**src/rtl/core/nsd_pkg.sv**
```systemverilog
// Shared types and constants for the noise-shaped audio dither.
// No dependencies; used by every other file of the block.
package nsd_pkg;

  localparam int unsigned SAMPLE_IN_W  = 32;
  localparam int unsigned SAMPLE_OUT_W = 30;
  localparam int unsigned CFG_DATA_W   = 4;
  localparam int unsigned CFG_IDX_W    = 1;

  // register indexes
  localparam logic [CFG_IDX_W-1:0] REG_DITHER_MODE   = 1'b0;
  localparam logic [CFG_IDX_W-1:0] REG_CHANNEL_COUNT = 1'b1;

  // dither modes
  localparam logic [1:0] MODE_PASS     = 2'd0;
  localparam logic [1:0] MODE_DITHER8  = 2'd1;
  localparam logic [1:0] MODE_DITHER16 = 2'd2;

  localparam logic [1:0] DITHER_MODE_RESET   = MODE_PASS;
  localparam logic [3:0] CHANNEL_COUNT_RESET = 4'd2;

  // noise generator
  localparam logic [31:0] LCG_MUL = 32'h0019_660d;
  localparam logic [31:0] LCG_INC = 32'h3c6e_f35f;

  // Q3.28 limits, 32 and 34 bit views
  localparam logic signed [31:0] ONE_Q28_32     = 32'sh1000_0000;
  localparam logic signed [31:0] NEG_ONE_Q28_32 = 32'shF000_0000;
  localparam logic signed [33:0] ONE_Q28_34     = 34'sh0_1000_0000;
  localparam logic signed [33:0] NEG_ONE_Q28_34 = 34'sh3_F000_0000;
  localparam logic signed [33:0] SAT_MAX_34     = 34'sh0_7FFF_FFFF;
  localparam logic signed [33:0] SAT_MIN_34     = 34'sh3_8000_0000;

  // one target LSB in Q3.28
  localparam logic signed [33:0] LSB_8BIT_34  = 34'sh0_0020_0000;
  localparam logic signed [33:0] LSB_16BIT_34 = 34'sh0_0000_2000;

  typedef struct packed {
    logic signed [31:0] err_recent;
    logic signed [31:0] err_halved;
    logic signed [31:0] err_oldest;
    logic        [31:0] noise_seed;
  } chan_state_t;

endpackage

```
**src/rtl/core/nsd_if.sv**
```systemverilog
// Handshake channels of the dither block: sample input and sample output.
// Depends on nsd_pkg for payload widths.
interface nsd_in_if;
  logic                                   valid;
  logic                                   ready;
  logic signed [nsd_pkg::SAMPLE_IN_W-1:0] sample_in;
  logic                                   last_in_buffer;

  modport source (output valid, output sample_in, output last_in_buffer, input ready);
  modport sink (input valid, input sample_in, input last_in_buffer, output ready);
endinterface

interface nsd_out_if;
  logic                                    valid;
  logic                                    ready;
  logic signed [nsd_pkg::SAMPLE_OUT_W-1:0] sample_out;

  modport source (output valid, output sample_out, input ready);
  modport sink (input valid, input sample_out, output ready);
endinterface

```
**src/rtl/core/nsd_chan_regs.sv**
```systemverilog
// Per-channel error history and noise seed registers.
// Depends on nsd_pkg (chan_state_t). One read port, one write port.
module nsd_chan_regs #(
  parameter int unsigned NumCh = 8,
  parameter int unsigned ChW   = 3
) (
  input  logic                 clk_i,
  input  logic                 rst_ni,
  input  logic [ChW-1:0]       rd_ch_i,
  output nsd_pkg::chan_state_t rd_state_o,
  input  logic                 we_i,
  input  logic [ChW-1:0]       wr_ch_i,
  input  nsd_pkg::chan_state_t wr_state_i
);

  nsd_pkg::chan_state_t state_q [NumCh];

  for (genvar c = 0; c < NumCh; c++) begin : g_ch
    always_ff @(posedge clk_i or negedge rst_ni) begin
      if (!rst_ni) begin
        state_q[c] <= '0;
      end else if (we_i && (wr_ch_i == ChW'(c))) begin
        state_q[c] <= wr_state_i;
      end
    end
  end

  assign rd_state_o = state_q[rd_ch_i];

endmodule

```
**src/rtl/core/nsd_shaper.sv**
```systemverilog
// Dither datapath for one sample: error shaping, LCG noise, bias, clipping.
// Depends on nsd_pkg. Purely combinational; sits between input and result regs.
module nsd_shaper (
  input  logic [1:0]                              mode_i,
  input  logic signed [nsd_pkg::SAMPLE_IN_W-1:0]  sample_i,
  input  nsd_pkg::chan_state_t                    state_i,
  output logic signed [nsd_pkg::SAMPLE_OUT_W-1:0] sample_o,
  output logic                                    state_we_o,
  output nsd_pkg::chan_state_t                    state_o
);

  logic               dither_en;
  logic [31:0]        seed_next;
  logic [31:0]        noise_diff;
  logic signed [33:0] noise;
  logic signed [33:0] lsb;
  logic signed [33:0] shaped_sum;
  logic signed [33:0] shaped_sat;
  logic signed [33:0] dith_sum;
  logic signed [33:0] dith_clip;
  logic signed [33:0] shaped_clip;
  logic signed [33:0] err_full;
  logic signed [31:0] err_sat;
  logic signed [31:0] pass_clip;
  logic signed [31:0] e0_adj;

  assign dither_en = (mode_i == nsd_pkg::MODE_DITHER8) || (mode_i == nsd_pkg::MODE_DITHER16);

  assign seed_next  = state_i.noise_seed * nsd_pkg::LCG_MUL + nsd_pkg::LCG_INC;
  assign noise_diff = seed_next - state_i.noise_seed;

  always_comb begin
    if (mode_i == nsd_pkg::MODE_DITHER8) begin
      lsb   = nsd_pkg::LSB_8BIT_34;
      noise = $signed({13'b0, noise_diff[31:11]});
    end else begin
      lsb   = nsd_pkg::LSB_16BIT_34;
      noise = $signed({21'b0, noise_diff[31:19]});
    end
  end

  assign shaped_sum = $signed({{2{sample_i[31]}}, sample_i})
                    + $signed({{2{state_i.err_recent[31]}}, state_i.err_recent})
                    - $signed({{2{state_i.err_halved[31]}}, state_i.err_halved})
                    + $signed({{2{state_i.err_oldest[31]}}, state_i.err_oldest});

  always_comb begin
    if (shaped_sum > nsd_pkg::SAT_MAX_34) begin
      shaped_sat = nsd_pkg::SAT_MAX_34;
    end else if (shaped_sum < nsd_pkg::SAT_MIN_34) begin
      shaped_sat = nsd_pkg::SAT_MIN_34;
    end else begin
      shaped_sat = shaped_sum;
    end
  end

  assign dith_sum = shaped_sat + lsb + noise;

  // clipping the output also pulls the shaped value into range on that side
  always_comb begin
    dith_clip   = dith_sum;
    shaped_clip = shaped_sat;
    if (dith_sum > nsd_pkg::ONE_Q28_34) begin
      dith_clip = nsd_pkg::ONE_Q28_34;
      if (shaped_sat > nsd_pkg::ONE_Q28_34) begin
        shaped_clip = nsd_pkg::ONE_Q28_34;
      end
    end else if (dith_sum < nsd_pkg::NEG_ONE_Q28_34) begin
      dith_clip = nsd_pkg::NEG_ONE_Q28_34;
      if (shaped_sat < nsd_pkg::NEG_ONE_Q28_34) begin
        shaped_clip = nsd_pkg::NEG_ONE_Q28_34;
      end
    end
  end

  assign err_full = shaped_clip - dith_clip;

  always_comb begin
    if (err_full > nsd_pkg::SAT_MAX_34) begin
      err_sat = nsd_pkg::SAT_MAX_34[31:0];
    end else if (err_full < nsd_pkg::SAT_MIN_34) begin
      err_sat = nsd_pkg::SAT_MIN_34[31:0];
    end else begin
      err_sat = err_full[31:0];
    end
  end

  always_comb begin
    if (sample_i > nsd_pkg::ONE_Q28_32) begin
      pass_clip = nsd_pkg::ONE_Q28_32;
    end else if (sample_i < nsd_pkg::NEG_ONE_Q28_32) begin
      pass_clip = nsd_pkg::NEG_ONE_Q28_32;
    end else begin
      pass_clip = sample_i;
    end
  end

  // halve toward zero: add one before the shift for negative values
  assign e0_adj = state_i.err_recent + $signed({31'b0, state_i.err_recent[31]});

  assign state_o.err_recent = err_sat;
  assign state_o.err_halved = e0_adj >>> 1;
  assign state_o.err_oldest = state_i.err_halved;
  assign state_o.noise_seed = seed_next;

  assign state_we_o = dither_en;
  assign sample_o   = dither_en ? dith_clip[nsd_pkg::SAMPLE_OUT_W-1:0]
                                : pass_clip[nsd_pkg::SAMPLE_OUT_W-1:0];

endmodule

```
**src/rtl/core/noise_shaped_audio_dither.sv**
```systemverilog
// Noise-shaped audio dither, top level: input register, shaper, result register.
// Each accepted sample passes the input register and then the result register, which holds it
// while the output stalls. Throughput: one sample per cycle while the output is not stalled; the
// channel state is read and rewritten in the same cycle, so consecutive samples of one channel follow without a gap.
// Reset clears all channel history, seeds and the channel position; mode 0, two channels.
// Depends on nsd_pkg, nsd_if, nsd_chan_regs, nsd_shaper.
module noise_shaped_audio_dither #(
  parameter int unsigned MAX_CHANNELS = 8
) (
  input  logic                              clk_i,
  input  logic                              rst_ni,
  input  logic                              cfg_we_i,
  input  logic [nsd_pkg::CFG_IDX_W-1:0]     cfg_idx_i,
  input  logic [nsd_pkg::CFG_DATA_W-1:0]    cfg_data_i,
  nsd_in_if.sink                            in_if,
  nsd_out_if.source                         out_if
);

  localparam int unsigned ChW  = (MAX_CHANNELS > 1) ? $clog2(MAX_CHANNELS) : 1;
  localparam int unsigned CntW = $clog2(MAX_CHANNELS + 1);
  localparam int unsigned CmpW = ((CntW > nsd_pkg::CFG_DATA_W) ? CntW
                                                               : nsd_pkg::CFG_DATA_W) + 1;
  localparam logic [CmpW-1:0] MaxCmp = CmpW'(MAX_CHANNELS);

  logic [1:0]                             mode_q;
  logic [nsd_pkg::CFG_DATA_W-1:0]         count_q;
  logic [ChW-1:0]                         pos_q, pos_d;
  logic                                   in_valid_q;
  logic signed [nsd_pkg::SAMPLE_IN_W-1:0] in_sample_q;
  logic                                   in_last_q;
  logic                                   out_valid_q;
  logic signed [nsd_pkg::SAMPLE_OUT_W-1:0] out_sample_q;

  logic                                    advance;
  logic [CmpW-1:0]                         count_eff;
  logic [CmpW-1:0]                         ch_inc;
  logic [ChW-1:0]                          ch;
  nsd_pkg::chan_state_t                    cur_state;
  nsd_pkg::chan_state_t                    new_state;
  logic                                    state_we;
  logic signed [nsd_pkg::SAMPLE_OUT_W-1:0] shaped_sample;

  assign advance     = in_valid_q && (!out_valid_q || out_if.ready);
  assign in_if.ready = !in_valid_q || advance;

  assign out_if.valid      = out_valid_q;
  assign out_if.sample_out = out_sample_q;

  // configuration
  always_ff @(posedge clk_i or negedge rst_ni) begin
    if (!rst_ni) begin
      mode_q  <= nsd_pkg::DITHER_MODE_RESET;
      count_q <= nsd_pkg::CHANNEL_COUNT_RESET;
    end else if (cfg_we_i) begin
      case (cfg_idx_i)
        nsd_pkg::REG_DITHER_MODE:   mode_q  <= cfg_data_i[1:0];
        nsd_pkg::REG_CHANNEL_COUNT: count_q <= cfg_data_i;
        default: ;
      endcase
    end
  end

  // channel selection; zero count acts as one, large counts are capped
  always_comb begin
    if (count_q == '0) begin
      count_eff = CmpW'(1);
    end else if (CmpW'(count_q) > MaxCmp) begin
      count_eff = MaxCmp;
    end else begin
      count_eff = CmpW'(count_q);
    end
    ch     = (CmpW'(pos_q) < count_eff) ? pos_q : '0;
    ch_inc = CmpW'(ch) + CmpW'(1);
    pos_d  = (in_last_q || (ch_inc >= count_eff)) ? '0 : ch_inc[ChW-1:0];
  end

  nsd_chan_regs #(
    .NumCh (MAX_CHANNELS),
    .ChW   (ChW)
  ) u_chan_regs (
    .clk_i      (clk_i),
    .rst_ni     (rst_ni),
    .rd_ch_i    (ch),
    .rd_state_o (cur_state),
    .we_i       (advance && state_we),
    .wr_ch_i    (ch),
    .wr_state_i (new_state)
  );

  nsd_shaper u_shaper (
    .mode_i     (mode_q),
    .sample_i   (in_sample_q),
    .state_i    (cur_state),
    .sample_o   (shaped_sample),
    .state_we_o (state_we),
    .state_o    (new_state)
  );

  // input stage
  always_ff @(posedge clk_i or negedge rst_ni) begin
    if (!rst_ni) begin
      in_valid_q <= 1'b0;
      pos_q      <= '0;
    end else begin
      if (in_if.ready) begin
        in_valid_q <= in_if.valid;
      end
      if (advance) begin
        pos_q <= pos_d;
      end
    end
  end

  always_ff @(posedge clk_i) begin
    if (in_if.valid && in_if.ready) begin
      in_sample_q <= in_if.sample_in;
      in_last_q   <= in_if.last_in_buffer;
    end
  end

  // result stage
  always_ff @(posedge clk_i or negedge rst_ni) begin
    if (!rst_ni) begin
      out_valid_q <= 1'b0;
    end else if (advance) begin
      out_valid_q <= 1'b1;
    end else if (out_if.ready) begin
      out_valid_q <= 1'b0;
    end
  end

  always_ff @(posedge clk_i) begin
    if (advance) begin
      out_sample_q <= shaped_sample;
    end
  end

  a_advance_gives_result: assert property (@(posedge clk_i) disable iff (!rst_ni)
    advance |=> out_valid_q)
    else $error("result not presented after an item left the input stage");

  a_empty_input_ready: assert property (@(posedge clk_i) disable iff (!rst_ni)
    !in_valid_q |-> in_if.ready)
    else $error("input stage empty but not ready");

  a_result_in_range: assert property (@(posedge clk_i) disable iff (!rst_ni)
    out_valid_q |-> ((out_sample_q <= $signed(nsd_pkg::ONE_Q28_32[29:0]))
                 && (out_sample_q >= $signed(nsd_pkg::NEG_ONE_Q28_32[29:0]))))
    else $error("result outside plus or minus one");

  a_last_restarts: assert property (@(posedge clk_i) disable iff (!rst_ni)
    (advance && in_last_q) |=> (pos_q == '0))
    else $error("channel rotation not restarted after last word of buffer");

endmodule

```
**src/flat_wrapper.sv**
```systemverilog
// flat-port wrapper written by rule: the top's interface ports become plain ports
module noise_shaped_audio_dither_flat 
#(
  parameter int unsigned MAX_CHANNELS = 8
)
  (clk_i, rst_ni, cfg_we_i, cfg_idx_i, cfg_data_i, in_if_valid, in_if_sample_in, in_if_last_in_buffer, in_if_ready, out_if_valid, out_if_sample_out, out_if_ready);
  nsd_in_if in_if_i ();
  nsd_out_if out_if_i ();
  input  logic clk_i;
  input  logic rst_ni;
  input  logic cfg_we_i;
  input  logic [nsd_pkg::CFG_IDX_W-1:0] cfg_idx_i;
  input  logic [nsd_pkg::CFG_DATA_W-1:0] cfg_data_i;
  input wire logic [$bits(in_if_i.valid)-1:0] in_if_valid;
  input wire logic [$bits(in_if_i.sample_in)-1:0] in_if_sample_in;
  input wire logic [$bits(in_if_i.last_in_buffer)-1:0] in_if_last_in_buffer;
  output wire logic [$bits(in_if_i.ready)-1:0] in_if_ready;
  output wire logic [$bits(out_if_i.valid)-1:0] out_if_valid;
  output wire logic [$bits(out_if_i.sample_out)-1:0] out_if_sample_out;
  input wire logic [$bits(out_if_i.ready)-1:0] out_if_ready;
  assign in_if_i.valid = in_if_valid;
  assign in_if_i.sample_in = in_if_sample_in;
  assign in_if_i.last_in_buffer = in_if_last_in_buffer;
  assign in_if_ready = in_if_i.ready;
  assign out_if_valid = out_if_i.valid;
  assign out_if_sample_out = out_if_i.sample_out;
  assign out_if_i.ready = out_if_ready;
  noise_shaped_audio_dither #(.MAX_CHANNELS(MAX_CHANNELS)) u_core (.clk_i(clk_i), .rst_ni(rst_ni), .cfg_we_i(cfg_we_i), .cfg_idx_i(cfg_idx_i), .cfg_data_i(cfg_data_i), .in_if(in_if_i), .out_if(out_if_i));
endmodule
```
**config.mk**
```make
export PLATFORM = sky130hd
export DESIGN_NAME = noise_shaped_audio_dither_flat
export DESIGN_NICKNAME = d
export VERILOG_FILES = /design/src/rtl/core/nsd_pkg.sv /design/src/rtl/core/nsd_if.sv /design/src/rtl/core/nsd_chan_regs.sv /design/src/rtl/core/nsd_shaper.sv /design/src/rtl/core/noise_shaped_audio_dither.sv /design/src/flat_wrapper.sv
export SDC_FILE = /design/constraint.sdc
export NUM_CORES = 2
export LEC_CHECK = 0
export BUFFER_PORTS_ARGS = -buffer_cell sky130_fd_sc_hd__buf_2
export CAP_MARGIN = 40
export CORE_UTILIZATION = 30
export DETAILED_ROUTE_END_ITERATION = 12
export GPL_ROUTABILITY_DRIVEN = 1
export PLACE_DENSITY = 0.49
export SYNTH_ARGS = -nofsm -noshare
export SYNTH_HDL_FRONTEND = slang
export SYNTH_SLANG_ARGS = --single-unit
```
**constraint.sdc**
```tcl
create_clock -name clk_i -period 19 [get_ports clk_i]
set_input_delay 1.9 -clock clk_i [delete_from_list [all_inputs] [get_ports clk_i]]
set_output_delay 1.9 -clock clk_i [all_outputs]
set_load 0.05 [all_outputs]
```
==> After elaboration in Yosys (flattened, before gate mapping) <==
Index checks and enable logic that the tools add are counted.
W data, S select, Z words.
{ "word_totals": {"ff_bits": 1090, "in_bits": 43, "output_inout_bits": 32, "wordCells": 122} }
{ "op_classes": {"addsub": 10, "multipliers": 1, "order_cmp": 14, "n_eq_ne": 9, "n_mux": 24, "bitwise": 2, "n_reduce_logical": 22} }
{ "ops": {"columns": ["op", "n"], "rows": [
  ["$bmux W128 S3", 1],
  ["$mux W34", 8],
  ["$mux W128", 2],
  ["$mux W30", 3],
  ["$add A34 B34 Y34", 2],
  ["$gt A34 B30 Y1 const B", 2],
  ["$gt A34 B32 Y1 const B", 2],
  ["$lt A34 B29 Y1 const B", 2],
  ["$lt A34 B32 Y1 const B", 2],
  ["$mux W32", 2],
  ["$add A34 B32 Y34", 1],
  ["$sub A33 B32 Y34", 1],
  ["$sub A34 B34 Y34", 1],
  ["$add A32 B32 Y33", 1],
  ["$add A32 B2 Y32", 1],
  ["$add A32 B30 Y32 const B", 1],
  ["$gt A32 B30 Y1 const B", 1],
  ["$lt A32 B29 Y1 const B", 1],
  ["$mul A32 B21 Y32 const B", 1],
  ["$sub A32 B32 Y32", 1],
  ["$mux W22", 1],
  ["$mux W21", 1],
  ["$eq A3 B3 Y1 const B", 4],
  ["$logic_and A1 B1 Y1", 11],
  ["21 further kinds", 29]
]} }

==> Logic depth before layout (Yosys ltp) <==
{ "logic_depth": {"ltp_word": 24, "mapped_depth": 91, "depth_no_buf": 80} }

==> Modules after synthesis <==
A second synthesis with hierarchy kept.
{ "unflattened": {"hier_cells": 4982, "hier_area_um2": 65942.0} }
{ "by_module_without_submodules": {"columns": ["mod", "instances", "cells_per_inst", "area_per_inst_um2", "seq_area_each_um2"], "rows": [
  ["nsd_chan_regs", 1, 2623, 45630.0, 25624.6],
  ["nsd_shaper", 1, 2233, 17724.5, 0.0],
  ["noise_shaped_audio_dither", 1, 126, 2587.5, 2168.3]
]} }

==> Worst setup path after synthesis <==
OpenSTA, ideal clock, no wires.
{ "synth_timing": {"path_kind": "register -> register", "startpoint": "register u_core.count_q[1] (netlist bit)", "endpoint": "register u_core.u_chan_regs.state_q[1001] (netlist bit)", "setup_time_ps": 77, "arrival_time_ps": 18799, "required_ps": 18923, "setup_slack_ps": 124, "path_stages_with_launch": 82, "path_buffers": 10, "synth_period_minus_slack_ps": 18876, "path_cell_list": "dfstp_2 > nand2_1 > ha_1 > o21a_1 > o21a_1 > nor2_1 > inv_1 > buf_2 > clkbuf_1 > buf_2 > clkbuf_1 > clkbuf_1 > clkbuf_1 > a221oi_1 > o31ai_1 > inv_1 > ha_1 > ha_1 > [46 not listed] > buf_2 > nand2_1 > ha_1 > nor2b_1 > o2111ai_1 > a31oi_1 > o2111ai_1 > nand3_1 > a211oi_1 > o41ai_1 > mux2_2 > nor4_1 > nor4_1 > o22a_1 > nor2_2 > buf_6 > a31oi_4 > o21ai_1"} }
{ "synth_lines": {"columns": ["element", "line_no", "source"], "rows": [
  ["start: declaration", "noise_shaped_audio_dither.sv:26", "logic [nsd_pkg::CFG_DATA_W-1:0] count_q;"],
  ["start signal: assignment", "noise_shaped_audio_dither.sv:53", "count_q <= nsd_pkg::CHANNEL_COUNT_RESET;"],
  ["start signal: assignment", "noise_shaped_audio_dither.sv:57", "nsd_pkg::REG_CHANNEL_COUNT: count_q <= cfg_data_i;"],
  ["end signal: indexed assignment", "nsd_chan_regs.sv:23", "state_q[c] <= wr_state_i;"],
  ["end: declaration", "nsd_chan_regs.sv:16", "nsd_pkg::chan_state_t state_q [NumCh];"]
]} }

==> impl_metrics.yaml <==
hold_path:
  hold_path.class: "flop to flop"
layout:
  area_growth_syn_to_layout_pct: 13.4
  fraction_of_final_layout_cells_with_drive_strength_greater_than_1: 0.118
  nets: 7173
  design_area_um2: 72100
place:
  placed_cell_area_um2: 67900
  dp.final_hpwl_mm: 143
  globalplace.congestion: 0.934
  port_buffers: 74
global_route:
  grt_usage: 0.196
  gr-usage-met2: 0.312
  busiest_layer: "met2"
  grt_first_pass_wirelength_mm: 319
  antenna_found_initial: 3
  grt_start_max_net_pins: 174
  met3_usage: 0.0244
  global_route.overflow_total: 0
  met1_usage: 0.279
  grt_pass1_vias: 49500
synth:
  avgSynthCellArea_um2: 9.59
  main_combinational_cell_family_by_area_after_synthesis: "compound AO/OA/AOI/OAI gates"
  post_synth_xor_area_fraction: 0.0241
  synth_enable_flop_cells: 63
  synth_adder_area_share: 0.127
  syn-num-nets: 7190
  synth_compound_area_frac: 0.174
  syn_inst: 6626
  post_synth_instance_area_um2: 63500
  synth_simple_gate_area_frac: 0.130
  yosys_warnings: 0
  postSynth.asyncResetShare: 0.942
  synth-main-ff-cell: "sky130_fd_sc_hd__dfrtp_1"
  netlist-cell-type-count: 90
  postSynthRegisterBits: 1082
  portion_of_the_post_synthesis_area_used_by_sequential_elements: 0.431
  synth.area.mux_share: 0.0665
floorplan:
  initial_core_util: 0.303
  dieWidth_um: 462
  fp.dieH_um: 462
  rows: 168
  io_pins: 75
  die_area_um2: 214000
  fp.coreArea_um2: 210000
job:
  max_cap_viol_count: 0
run_status:
  outcome: "finished, final reports clean"
worst_setup_path:
  cp_peak_stage_delay_ns: 0.58
  worstSetupPathType: "flop to flop"
  timing.critical_path.from_type: "flop"
  crit_arrival_ns: 18.71
  required_ns: 19.61
  critPathCaptureType: "flop"
  worst_path_dominant_cell_family: "adder cells"
  critical_path.max_fanout: 11
  critical-path-top-cell-by-count: "sky130_fd_sc_hd__ha_1"
  slowest_stage: "sky130_fd_sc_hd__fa_1"
  timing.critical_path.buf_inv: 16
sta:
  layout_worst_path_cycle_share: 0.953
  max_slew.worst_pin.slew_ns: 1.20
  final-hold-violation-count: 0
  clock_skew_ns: 0.0797
  hold-worst-slack_ns: 0.469
  setup_viol: 0
  timing.final.crit_period_ns: 18.11
  max_freq_ghz: 0.0552
  final-max-slew-violation-count: 0
  slew_headroom: 0.201
drt:
  drtIter0Drc: 3731
  avgViaCountPerCell: 5.15
  post-route-drc-count: 0
  drt_first_pass_iters: 6
  wl_mm: 208
  wl_per_cell_um: 21.9
  detail-route-antenna-nets: 0
  detailroute.via_count: 49000
clocking:
  clock_insertion_delay_worst_skew_ns: 0.79
  clk_pin_slew_ns: 0.06
  numCtsBuffers: 114
  cts_tree: "built"
  clock_root_buffer_master: "sky130_fd_sc_hd__clkbuf_16"
  cts_sinks: 1082
  clk_path_buf_depth: 3
  cts_hold_buf: 0
  ctsHtreeMaxLevel: 3
==> worst min-delay path, delay by kind of cell (launching register included) <==
family	cells	cell delay (ns)
flops	1	0.33
simple gates	2	0.10
==> timing repair <==
action                                  in CTS  in global routing
endpoints found under the setup margin       0                256
resized for setup                            0                 42
setup buffers                                0                  4
==> Yosys cell counts, types with 19 or more instances <==
library cell | instances | area [µm²]
sky130_fd_sc_hd__nand2_1 | 1417 | 5320
sky130_fd_sc_hd__dfrtp_1 | 1018 | 25500
sky130_fd_sc_hd__o21ai_0 | 802 | 4010
sky130_fd_sc_hd__inv_1 | 371 | 1390
sky130_fd_sc_hd__clkbuf_1 | 340 | 1280
sky130_fd_sc_hd__ha_1 | 315 | 3940
sky130_fd_sc_hd__nor2_1 | 229 | 860
sky130_fd_sc_hd__fa_1 | 206 | 4120
sky130_fd_sc_hd__a21oi_1 | 202 | 1010
sky130_fd_sc_hd__mux2_2 | 139 | 1570
sky130_fd_sc_hd__xnor2_1 | 125 | 1090
sky130_fd_sc_hd__o21ai_1 | 94 | 470
sky130_fd_sc_hd__a31oi_1 | 92 | 576
sky130_fd_sc_hd__mux4_2 | 90 | 2030
sky130_fd_sc_hd__o22ai_1 | 78 | 488
sky130_fd_sc_hd__a221oi_1 | 70 | 613
sky130_fd_sc_hd__a21o_1 | 69 | 518
sky130_fd_sc_hd__edfxtp_1 | 63 | 1890
sky130_fd_sc_hd__mux2i_1 | 63 | 631
sky130_fd_sc_hd__nand3_1 | 59 | 295
sky130_fd_sc_hd__or3_1 | 53 | 332
sky130_fd_sc_hd__nor3_1 | 51 | 255
sky130_fd_sc_hd__o21a_1 | 51 | 383
sky130_fd_sc_hd__xor2_1 | 50 | 438
sky130_fd_sc_hd__o211ai_1 | 49 | 368
sky130_fd_sc_hd__o31ai_1 | 44 | 330
sky130_fd_sc_hd__a211oi_1 | 43 | 323
sky130_fd_sc_hd__buf_1 | 36 | 135
sky130_fd_sc_hd__nor2b_1 | 36 | 225
sky130_fd_sc_hd__nand2b_1 | 32 | 200
sky130_fd_sc_hd__a22o_1 | 30 | 263
sky130_fd_sc_hd__a21oi_4 | 26 | 423
sky130_fd_sc_hd__o21bai_1 | 26 | 195
sky130_fd_sc_hd__and3_1 | 24 | 150
sky130_fd_sc_hd__nor4_1 | 19 | 119
==> layer usage <==
metal | routed length (µm) | up-vias
li1 | - | 22900
met5 | 0 | -
met1 | 99300 | 24700
met2 | 94600 | 1105
met4 | 4770 | 0
met3 | 9570 | 240
==> flip-flops by register name, indices dropped and copies added, names as in the netlist <==
name                        flops
u_core.count_q                  4
u_core.in_last_q                1
u_core.in_sample_q             32
u_core.in_valid_q               1
u_core.mode_q                   2
u_core.out_if.sample_out       30
u_core.out_if.valid             1
u_core.pos_q                    3
u_core.u_chan_regs.state_q   1008
==> stage by stage <==
step | setup slack, ns | std cells | utilization | TNS [ns]
6_report | 0.893 | 9510 | 0.343 | 0
5_1_grt | -0.100 | 9509 | 0.343 | -2.40
4_1_cts | 0.449 | 9503 | 0.342 | 0
3_5_place_dp | 0.495 | 9293 | 0.323 | 0
3_3_place_gp | 0.656 | 9266 | 0.321 | 0
2_1_floorplan | 0.124 | 6626 | - | 0
==> layout by cell type, fill, tap and decap left out, types with 63 or more instances in the layout <==
master                         n
sky130_fd_sc_hd__fa_1        206
sky130_fd_sc_hd__a31oi_1      91
sky130_fd_sc_hd__dfrtp_1    1017
sky130_fd_sc_hd__nand2_1    1414
sky130_fd_sc_hd__inv_1       367
sky130_fd_sc_hd__buf_2        76
sky130_fd_sc_hd__mux2i_1      63
sky130_fd_sc_hd__xnor2_1     121
sky130_fd_sc_hd__mux2_2      139
sky130_fd_sc_hd__o22ai_1      78
sky130_fd_sc_hd__mux4_2       90
sky130_fd_sc_hd__o21ai_0     799
sky130_fd_sc_hd__a221oi_1     70
sky130_fd_sc_hd__nor2_1      227
sky130_fd_sc_hd__ha_1        315
sky130_fd_sc_hd__o21ai_1      96
sky130_fd_sc_hd__a21o_1       69
sky130_fd_sc_hd__clkbuf_16   115
sky130_fd_sc_hd__a21oi_1     195
sky130_fd_sc_hd__edfxtp_1     63
sky130_fd_sc_hd__buf_4       157
==> cell families after synthesis <==
family,Yosys count
xor gates and xnor gates,175
adders and majority gates,521
DFF,1082
and+or+nand+nor,1994
muxes,292
buffers and inverters,775
AOI/OAI and AO/OA,1787
==> final cells by class <==
type | instances | area [µm²]
Antenna cell | 2 | 5.00
Clock buffer | 174 | 3400
Clock inverter | 36 | 513
Fill cell | 21300 | 138000
Inverter | 373 | 1420
Multi-Input combinational cell | 4769 | 33500
Sequential cell | 1082 | 27400
Tap cell | 2805 | 3510
Timing Repair Buffer | 269 | 2350
==> final timing paths <==
check | from | to | slack [ns] | cells past startpoint
worst max-delay path | u_core.count_q[3] | u_core.u_chan_regs.state_q[225] | 0.89 | 79
worst min-delay path | u_core.u_chan_regs.state_q[947] | u_core.u_chan_regs.state_q[947] | 0.47 | 2
worst max register to register | u_core.count_q[3] | u_core.u_chan_regs.state_q[225] | 0.89 | 79
worst min register to register | u_core.u_chan_regs.state_q[947] | u_core.u_chan_regs.state_q[947] | 0.47 | 2
max in group asynchronous | rst_ni | u_core.pos_q[0] | 15.02 | 4
min in group asynchronous | rst_ni | u_core.u_chan_regs.state_q[986] | 1.18 | 1
Power is not shown: default switching activity piles up to over one toggle a cycle in this logic, so the estimate is an artifact.
